`src/lbfbp_pkg.sv`:
```
package lbfbp_pkg;

	localparam int SIZE_W  = 16;
	localparam int STEP_W  = 16;
	localparam int BIDX_W  = 4;
	localparam int TOTAL_W = 20;
	localparam int SUM_W   = 21;

	localparam logic [SUM_W-1:0]   SUM_MAX = {SUM_W{1'b1}};
	localparam logic [TOTAL_W-1:0] OUT_MAX = {TOTAL_W{1'b1}};

	typedef struct packed {
		logic [SIZE_W-1:0] tensor_size;
		logic [STEP_W-1:0] first_step;
		logic [STEP_W-1:0] last_step;
	} in_t;

	typedef struct packed {
		logic [BIDX_W-1:0]  buffer_index;
		logic               opened_new;
		logic               overflow;
		logic [TOTAL_W-1:0] total_capacity;
	} out_t;

	typedef struct packed {
		logic [SIZE_W-1:0] capacity;
		logic [STEP_W-1:0] release_step;
	} slot_t;

endpackage

```
`src/lbfbp_slot_mem.sv`:
```
module lbfbp_slot_mem #(
	parameter int NUM_SLOTS = 16
) (
	input  logic                                               clk,
	input  logic                                               wr_en,
	input  logic [((NUM_SLOTS > 1) ? $clog2(NUM_SLOTS) : 1)-1:0] wr_addr,
	input  lbfbp_pkg::slot_t                                   wr_data,
	input  logic                                               rd_en,
	input  logic [((NUM_SLOTS > 1) ? $clog2(NUM_SLOTS) : 1)-1:0] rd_addr,
	output lbfbp_pkg::slot_t                                   rd_data
);

	lbfbp_pkg::slot_t mem_q [NUM_SLOTS];
	lbfbp_pkg::slot_t rd_data_q;

	always_ff @(posedge clk) begin
		if (wr_en) begin
			mem_q[wr_addr] <= wr_data;
		end
		if (rd_en) begin
			rd_data_q <= mem_q[rd_addr];
		end
	end

	assign rd_data = rd_data_q;

endmodule

```
`src/lbfbp_ctrl.sv`:
```
module lbfbp_ctrl #(
	parameter int NUM_SLOTS = 16
) (
	input  logic                                               clk,
	input  logic                                               arst_n,
	input  logic                                               in_valid,
	output logic                                               in_ready,
	input  lbfbp_pkg::in_t                                     in_data,
	output logic                                               res_valid,
	input  logic                                               res_ready,
	output lbfbp_pkg::out_t                                    res_data,
	output logic                                               mem_wr_en,
	output logic [((NUM_SLOTS > 1) ? $clog2(NUM_SLOTS) : 1)-1:0] mem_wr_addr,
	output lbfbp_pkg::slot_t                                   mem_wr_data,
	output logic                                               mem_rd_en,
	output logic [((NUM_SLOTS > 1) ? $clog2(NUM_SLOTS) : 1)-1:0] mem_rd_addr,
	input  lbfbp_pkg::slot_t                                   mem_rd_data
);

	localparam int IDX_W = (NUM_SLOTS > 1) ? $clog2(NUM_SLOTS) : 1;
	localparam int CNT_W = $clog2(NUM_SLOTS + 1);

	localparam logic [1:0] ST_IDLE   = 2'd0;
	localparam logic [1:0] ST_SCAN   = 2'd1;
	localparam logic [1:0] ST_DRAIN  = 2'd2;
	localparam logic [1:0] ST_DECIDE = 2'd3;

	logic [1:0]                      state_q;
	lbfbp_pkg::in_t                  item_q;
	logic [IDX_W-1:0]                addr_q;
	logic [CNT_W-1:0]                used_q;
	logic [lbfbp_pkg::SUM_W-1:0]     sum_q;
	logic                            valid_s1;
	logic [IDX_W-1:0]                idx_s1;
	logic                            found_q;
	logic [IDX_W-1:0]                best_idx_q;
	logic [lbfbp_pkg::SIZE_W-1:0]    best_cap_q;

	logic                            accept;
	logic                            last_addr;
	logic                            cand_ok;
	logic                            full;
	logic                            opening;
	logic                            commit;
	logic [lbfbp_pkg::SUM_W:0]       sum_add;
	logic [lbfbp_pkg::SUM_W-1:0]     sum_new;
	logic [lbfbp_pkg::SUM_W-1:0]     sum_out;
	logic [IDX_W+lbfbp_pkg::BIDX_W-1:0] idx_wide;
	logic [IDX_W-1:0]                res_idx;

	assign in_ready  = (state_q == ST_IDLE);
	assign accept    = in_valid && in_ready;
	assign last_addr = (CNT_W'(addr_q) + CNT_W'(1)) == used_q;

	assign cand_ok = valid_s1
		&& (mem_rd_data.release_step < item_q.first_step)
		&& (mem_rd_data.capacity >= item_q.tensor_size)
		&& (!found_q || (mem_rd_data.capacity < best_cap_q));

	assign full    = (used_q == CNT_W'(NUM_SLOTS));
	assign opening = !found_q && !full;
	assign res_valid = (state_q == ST_DECIDE);
	assign commit  = res_valid && res_ready;

	assign sum_add = {1'b0, sum_q} + (lbfbp_pkg::SUM_W + 1)'(item_q.tensor_size);
	assign sum_new = (sum_add > (lbfbp_pkg::SUM_W + 1)'(lbfbp_pkg::SUM_MAX))
		? lbfbp_pkg::SUM_MAX : sum_add[lbfbp_pkg::SUM_W-1:0];
	assign sum_out = opening ? sum_new : sum_q;

	assign res_idx  = found_q ? best_idx_q : (full ? '0 : used_q[IDX_W-1:0]);
	assign idx_wide = (IDX_W + lbfbp_pkg::BIDX_W)'(res_idx);

	always_comb begin
		res_data.buffer_index   = idx_wide[lbfbp_pkg::BIDX_W-1:0];
		res_data.opened_new     = opening;
		res_data.overflow       = !found_q && full;
		res_data.total_capacity =
			(sum_out > lbfbp_pkg::SUM_W'(lbfbp_pkg::OUT_MAX))
			? lbfbp_pkg::OUT_MAX : sum_out[lbfbp_pkg::TOTAL_W-1:0];
	end

	assign mem_rd_en   = (state_q == ST_SCAN);
	assign mem_rd_addr = addr_q;
	assign mem_wr_en   = commit && (found_q || !full);
	assign mem_wr_addr = found_q ? best_idx_q : used_q[IDX_W-1:0];

	always_comb begin
		mem_wr_data.capacity     = found_q ? best_cap_q : item_q.tensor_size;
		mem_wr_data.release_step = item_q.last_step;
	end

	always_ff @(posedge clk or negedge arst_n) begin
		if (!arst_n) begin
			state_q  <= ST_IDLE;
			addr_q   <= '0;
			used_q   <= '0;
			sum_q    <= '0;
			valid_s1 <= 1'b0;
			found_q  <= 1'b0;
		end else begin
			valid_s1 <= (state_q == ST_SCAN);
			if (cand_ok) begin
				found_q <= 1'b1;
			end
			case (state_q)
				ST_IDLE: begin
					if (accept) begin
						found_q <= 1'b0;
						addr_q  <= '0;
						state_q <= (used_q == '0) ? ST_DECIDE : ST_SCAN;
					end
				end
				ST_SCAN: begin
					if (last_addr) begin
						state_q <= ST_DRAIN;
					end else begin
						addr_q <= addr_q + IDX_W'(1);
					end
				end
				ST_DRAIN: begin
					state_q <= ST_DECIDE;
				end
				ST_DECIDE: begin
					if (commit) begin
						if (opening) begin
							used_q <= used_q + CNT_W'(1);
							sum_q  <= sum_new;
						end
						state_q <= ST_IDLE;
					end
				end
				default: begin
					state_q <= ST_IDLE;
				end
			endcase
		end
	end

	always_ff @(posedge clk) begin
		if (accept) begin
			item_q <= in_data;
		end
		idx_s1 <= addr_q;
		if (cand_ok) begin
			best_idx_q <= idx_s1;
			best_cap_q <= mem_rd_data.capacity;
		end
	end

endmodule

```
`src/lifetime_best_fit_buffer_planner_top.sv`:
```
// Best-fit buffer planner. Each tensor beat (size, first step, last step) is
// matched against the open buffers held in a slot memory: a buffer is free
// when its occupant's last step is below the new first step, and the smallest
// free buffer that fits wins, lowest index on ties; otherwise a new buffer of
// exactly the tensor size opens, or overflow is flagged when all NUM_SLOTS
// slots are open. One result beat per input beat, carrying the buffer index,
// the new-buffer flag, the overflow flag and the saturated running capacity.
// Per item, the single read port of the slot memory visits one open buffer
// per cycle in the scan state (skipped while none is open); a drain state then
// lets the last read return, and the decide state writes back once the result
// is taken. A registered output stage lets the next beat be accepted while a
// result waits. No clearing pass after reset.
module lifetime_best_fit_buffer_planner_top #(
	parameter int NUM_SLOTS = 16
) (
	input  logic            clk,
	input  logic            arst_n,
	input  logic            in_valid,
	output logic            in_ready,
	input  lbfbp_pkg::in_t  in_data,
	output logic            out_valid,
	input  logic            out_ready,
	output lbfbp_pkg::out_t out_data
);

	localparam int IDX_W = (NUM_SLOTS > 1) ? $clog2(NUM_SLOTS) : 1;

	logic             res_valid;
	logic             res_ready;
	lbfbp_pkg::out_t  res_data;
	logic             mem_wr_en;
	logic [IDX_W-1:0] mem_wr_addr;
	lbfbp_pkg::slot_t mem_wr_data;
	logic             mem_rd_en;
	logic [IDX_W-1:0] mem_rd_addr;
	lbfbp_pkg::slot_t mem_rd_data;
	logic             out_valid_q;
	lbfbp_pkg::out_t  out_data_q;

	lbfbp_ctrl #(
		.NUM_SLOTS(NUM_SLOTS)
	) u_ctrl (
		.clk        (clk),
		.arst_n     (arst_n),
		.in_valid   (in_valid),
		.in_ready   (in_ready),
		.in_data    (in_data),
		.res_valid  (res_valid),
		.res_ready  (res_ready),
		.res_data   (res_data),
		.mem_wr_en  (mem_wr_en),
		.mem_wr_addr(mem_wr_addr),
		.mem_wr_data(mem_wr_data),
		.mem_rd_en  (mem_rd_en),
		.mem_rd_addr(mem_rd_addr),
		.mem_rd_data(mem_rd_data)
	);

	lbfbp_slot_mem #(
		.NUM_SLOTS(NUM_SLOTS)
	) u_slot_mem (
		.clk    (clk),
		.wr_en  (mem_wr_en),
		.wr_addr(mem_wr_addr),
		.wr_data(mem_wr_data),
		.rd_en  (mem_rd_en),
		.rd_addr(mem_rd_addr),
		.rd_data(mem_rd_data)
	);

	assign res_ready = !out_valid_q || out_ready;

	always_ff @(posedge clk or negedge arst_n) begin
		if (!arst_n) begin
			out_valid_q <= 1'b0;
		end else if (res_ready) begin
			out_valid_q <= res_valid;
		end
	end

	always_ff @(posedge clk) begin
		if (res_valid && res_ready) begin
			out_data_q <= res_data;
		end
	end

	assign out_valid = out_valid_q;
	assign out_data  = out_data_q;

`ifndef SYNTH
	a_busy_after_accept: assert property (@(posedge clk) disable iff (!arst_n)
		in_valid && in_ready |=> !in_ready)
		else $error("input taken while an item is in progress");

	a_overflow_excl: assert property (@(posedge clk) disable iff (!arst_n)
		out_valid && out_data.overflow |-> !out_data.opened_new
			&& (out_data.buffer_index == '0))
		else $error("overflow beat carries a buffer assignment");

	a_write_on_commit: assert property (@(posedge clk) disable iff (!arst_n)
		mem_wr_en |-> res_valid && res_ready && !mem_rd_en)
		else $error("slot write outside result commit");
`endif

endmodule

```
`config.mk`:
```
export PLATFORM = sky130hd
export DESIGN_NAME = lifetime_best_fit_buffer_planner_top
export DESIGN_NICKNAME = d
export VERILOG_FILES = /design/src/lbfbp_pkg.sv /design/src/lbfbp_slot_mem.sv /design/src/lbfbp_ctrl.sv /design/src/lifetime_best_fit_buffer_planner_top.sv
export SDC_FILE = /design/constraint.sdc
export NUM_CORES = 1
export LEC_CHECK = 0
export BUFFER_PORTS_ARGS = -buffer_cell sky130_fd_sc_hd__buf_4
export CORE_UTILIZATION = 50
export DETAILED_ROUTE_END_ITERATION = 8
export PLACE_DENSITY = 0.66
export SYNTH_ARGS = -nofsm -noshare
export SYNTH_HDL_FRONTEND = slang
export SYNTH_HIERARCHICAL = 1
export SYNTH_SLANG_ARGS = --single-unit
```
`constraint.sdc`:
```
create_clock -name clk -period 8.7 [get_ports clk]
set_input_delay 0.87 -clock clk [delete_from_list [all_inputs] [get_ports clk]]
set_output_delay 0.87 -clock clk [all_outputs]
set_load 0.005 [all_outputs]
```
==> results.yml <==
clocking:
  ctsResizeCount: 0
  cts_tree: "yes"
  cts.hold.buffers_added: 0
  htreeDepth: 3
  cts_setup_buffers: 0
  clk_pin_slew_ns: 0.06
  clk_latency_ns: 0.62
  cts_root_buffer: "clkbuf_16"
  clock-sinks: 677
  cts_buffer_depth: 3
  cts_inserted_buffers: 71
sta:
  fmax_mhz: 298
  clock_skew_ns: 0.0173
  slew_headroom: 0.280
  hold_viol_final: 0
  rsz0062_at_grt: "no"
  worstMarginPinSlew_ns: 1.08
  tns_ns: 0
  period_needed_ns: 3.36
  min_period_over_period: 0.386
  final-max-slew-violation-count: 0
  setup_viol: 0
floorplan:
  core-area_sq_um: 54200
  die_w_um: 237
  die_height_um: 237
  start_util: 0.509
  die_area_sq_um: 56200
  design.portCount: 80
  num_rows: 85
global_route:
  grt_pass1_wl_um: 89500
  antenna_found_initial: 0
  grtUsageMet3: 0.0349
  first_global_vias: 14700
  gr-usage-met1: 0.299
  grt_max_degree: 69
  grt_overflow_total: 0
  met2_usage: 0.354
  grt_use_total: 0.215
  top_usage_layer: "met2"
logic_synthesis:
  synth_edf_count: 638
  yosysSeqAreaShare: 0.728
  ys.flop_type: "edfxtp_1"
  synth-compound-area-share: 0.0578
  synth_area_sq_um: 27600
  synth_top_family_by_area: "multiplexers"
  synth_xor_area_frac: 0.00797
  synthSimpleGateAreaFrac: 0.0417
  yosysTopAreaCell: "edfxtp_1"
  ys_top_cells_by_count: "638 x edfxtp_1, 128 x mux4_2, 105 x nand2_1, 69 x ha_1, 64 x a22oi_1"
  syn_inst: 1524
  synth_top_area_frac: 0.694
  ys_warn_count: 6
  synth.most_common_cell: "edfxtp_1"
  synthMuxAreaShare: 0.108
  synthArstFlopShare: 0.0517
  synthAdderAreaFrac: 0.0320
  syn_nets: 1646
  ys_seq_elements: 677
  netlist_top_cells_area: "edfxtp_1 69%, mux4_2 10%, dfrtp_1 3.2%"
  synth_cell_types: 68
  syn_area_per_cell_sq_um: 18.1
detailed_routing:
  vias: 14200
  drt_iter0_drc: 1255
  dr.pass1.iters: 7
  drt-wirelength-per-cell_um: 24.4
  vias_per_cell: 5.95
  postRouteAntennaNets: 0
  drc: 0
  routed_wl_um: 58300
worst_setup_path:
  cp.arrival_ns: 3.64
  critPathLaunchType: "flip-flop"
  end_kind: "flip-flop"
  worstSetupEndpoint: "u_slot_mem/mem_q[13][24]$_DFFE_PP_"
  reg2reg_depth: 5
  cp_max_fo: 17
  critPathKind: "reg -> reg"
  r2r-end: "u_slot_mem/mem_q[13][24]$_DFFE_PP_"
  crit_start: "u_ctrl/used_q[0]$_DFFE_PN0P_"
  r2r_start: "u_ctrl/used_q[0]$_DFFE_PN0P_"
  reg2reg_slack_ns: 5.34
  cp.required_ns: 8.98
pwr:
  p_leak_uw: 0.0106
  ir_worst_vdd_mv: 0.197
  power_density_nw_per_um2: 318
layout:
  antennaDiodeCount: 0
  regArea_sq_um: 20100
  nFillCells: 4005
  drive_above_1_share: 0.233
  final_util: 0.579
  area_growth_pct: 13.8
  multi_input_area_sq_um: 6970
  nNetsFinal: 1762
flow_run:
  drv_cap: 0
placement:
  port_buffers: 79
  place_congestion: 0.835
  dp_hpwl_um: 32300
worst_hold_path:
  hold_class: "in -> async"
run_status:
  status: "finished clean"
## metrics by stage
step                hold slack, ns  worst slack (ns)  power, uW  cells  cell area, sq um
floorplan                    0.386              4.24       6320   1524             27600
global placement             0.386              5.46       7020   2263             29100
detailed placement           0.391              5.31       7090   2263             29100
CTS                          0.223              5.33      10100   2393             31400
global route                 0.242              5.08      10500   2393             31400
finish                       0.223              5.34      10000   2393             31400
## layer usage
| metal | up-vias | share of wire |
|---|---|---|
| met1 | 7394 | 0.42 |
| met3 | 99 | 0.058 |
| li1 | 6304 | - |
| met4 | 0 | 0.023 |
| met2 | 450 | 0.50 |
| met5 | - | 0 |
## cells by family (layout without fill, tap and decap cells)
kind of cell,count (synthesis),in the layout
adder cells (fa/ha/maj),70,70
flip-flops,677,677
buffers and inverters,140,313
AND/OR/NAND/NOR,246,246
multiplexers,137,137
AO/OA/AOI/OAI,231,231
XOR/XNOR,23,23
## registers in the layout, summed over array words and instances (netlist names)
signal,count
u_slot_mem/rd_data,32
u_ctrl/best_idx_q,4
u_ctrl/item_q,32
u_slot_mem/mem_q,512
u_ctrl/mem_wr_data,16
u_ctrl/found_q,1
u_ctrl/sum_q,21
u_ctrl/used_q,5
u_ctrl/mem_rd_addr,4
u_ctrl/valid_s1,1
u_ctrl/best_cap_q,16
u_ctrl/idx_s1,4
u_ctrl/state_q,2
out_valid,1
out_data,26
## worst min path at each step
stage	start	depth (start not counted)	to
2_1_floorplan	u_ctrl/idx_s1[0]$_DFF_P_	0	u_ctrl/best_idx_q[0]$_DFFE_PP_
3_3_place_gp	u_ctrl/idx_s1[1]$_DFF_P_	0	u_ctrl/best_idx_q[1]$_DFFE_PP_
3_5_place_dp	u_ctrl/idx_s1[0]$_DFF_P_	0	u_ctrl/best_idx_q[0]$_DFFE_PP_
4_1_cts	arst_n	1	u_ctrl/sum_q[8]$_DFFE_PN0P_
5_1_grt	arst_n	1	u_ctrl/sum_q[6]$_DFFE_PN0P_
6_report	arst_n	1	u_ctrl/sum_q[6]$_DFFE_PN0P_
## layout by cell type (no fill, tap or decap), types with 11 or more instances in the layout
| cell | count |
|---|---|
| a21oi_1 | 26 |
| a21o_1 | 19 |
| nand2_1 | 105 |
| o21ai_0 | 50 |
| a22oi_1 | 64 |
| clkbuf_16 | 74 |
| o21a_1 | 11 |
| nand2b_1 | 11 |
| edfxtp_1 | 638 |
| ha_1 | 68 |
| xnor2_1 | 19 |
| clkbuf_1 | 19 |
| buf_4 | 123 |
| mux4_2 | 128 |
| nor2_4 | 13 |
| nand3_1 | 13 |
| inv_1 | 60 |
| dfrtp_1 | 33 |
| clkinv_1 | 15 |
| nor3_1 | 11 |
| nor2_1 | 41 |
## area by class of cell
type | count | area share
timing repair buffer | 123 | 0.0294
sequential | 677 | 0.640
tap | 696 | 0.0277
clock buffer | 94 | 0.0616
inverter | 60 | 0.00717
multi-input combinational | 707 | 0.222
clock inverter | 36 | 0.0118
## where the power goes
part           internal (uW)  switching [uW]  total, uW
clock                   1730            1250       2990
sequential              4200             280       4480
combinational           1060            1470       2530
## critical path, cell delays in order, from the launching register on
cell	delay [ns]
dfrtp_1	0.43
inv_1	0.10
o21ai_0	0.84
nand2b_1	0.47
nor2_4	0.71
buf_4	0.45
Note: power is estimated with default switching activity, not from simulation.
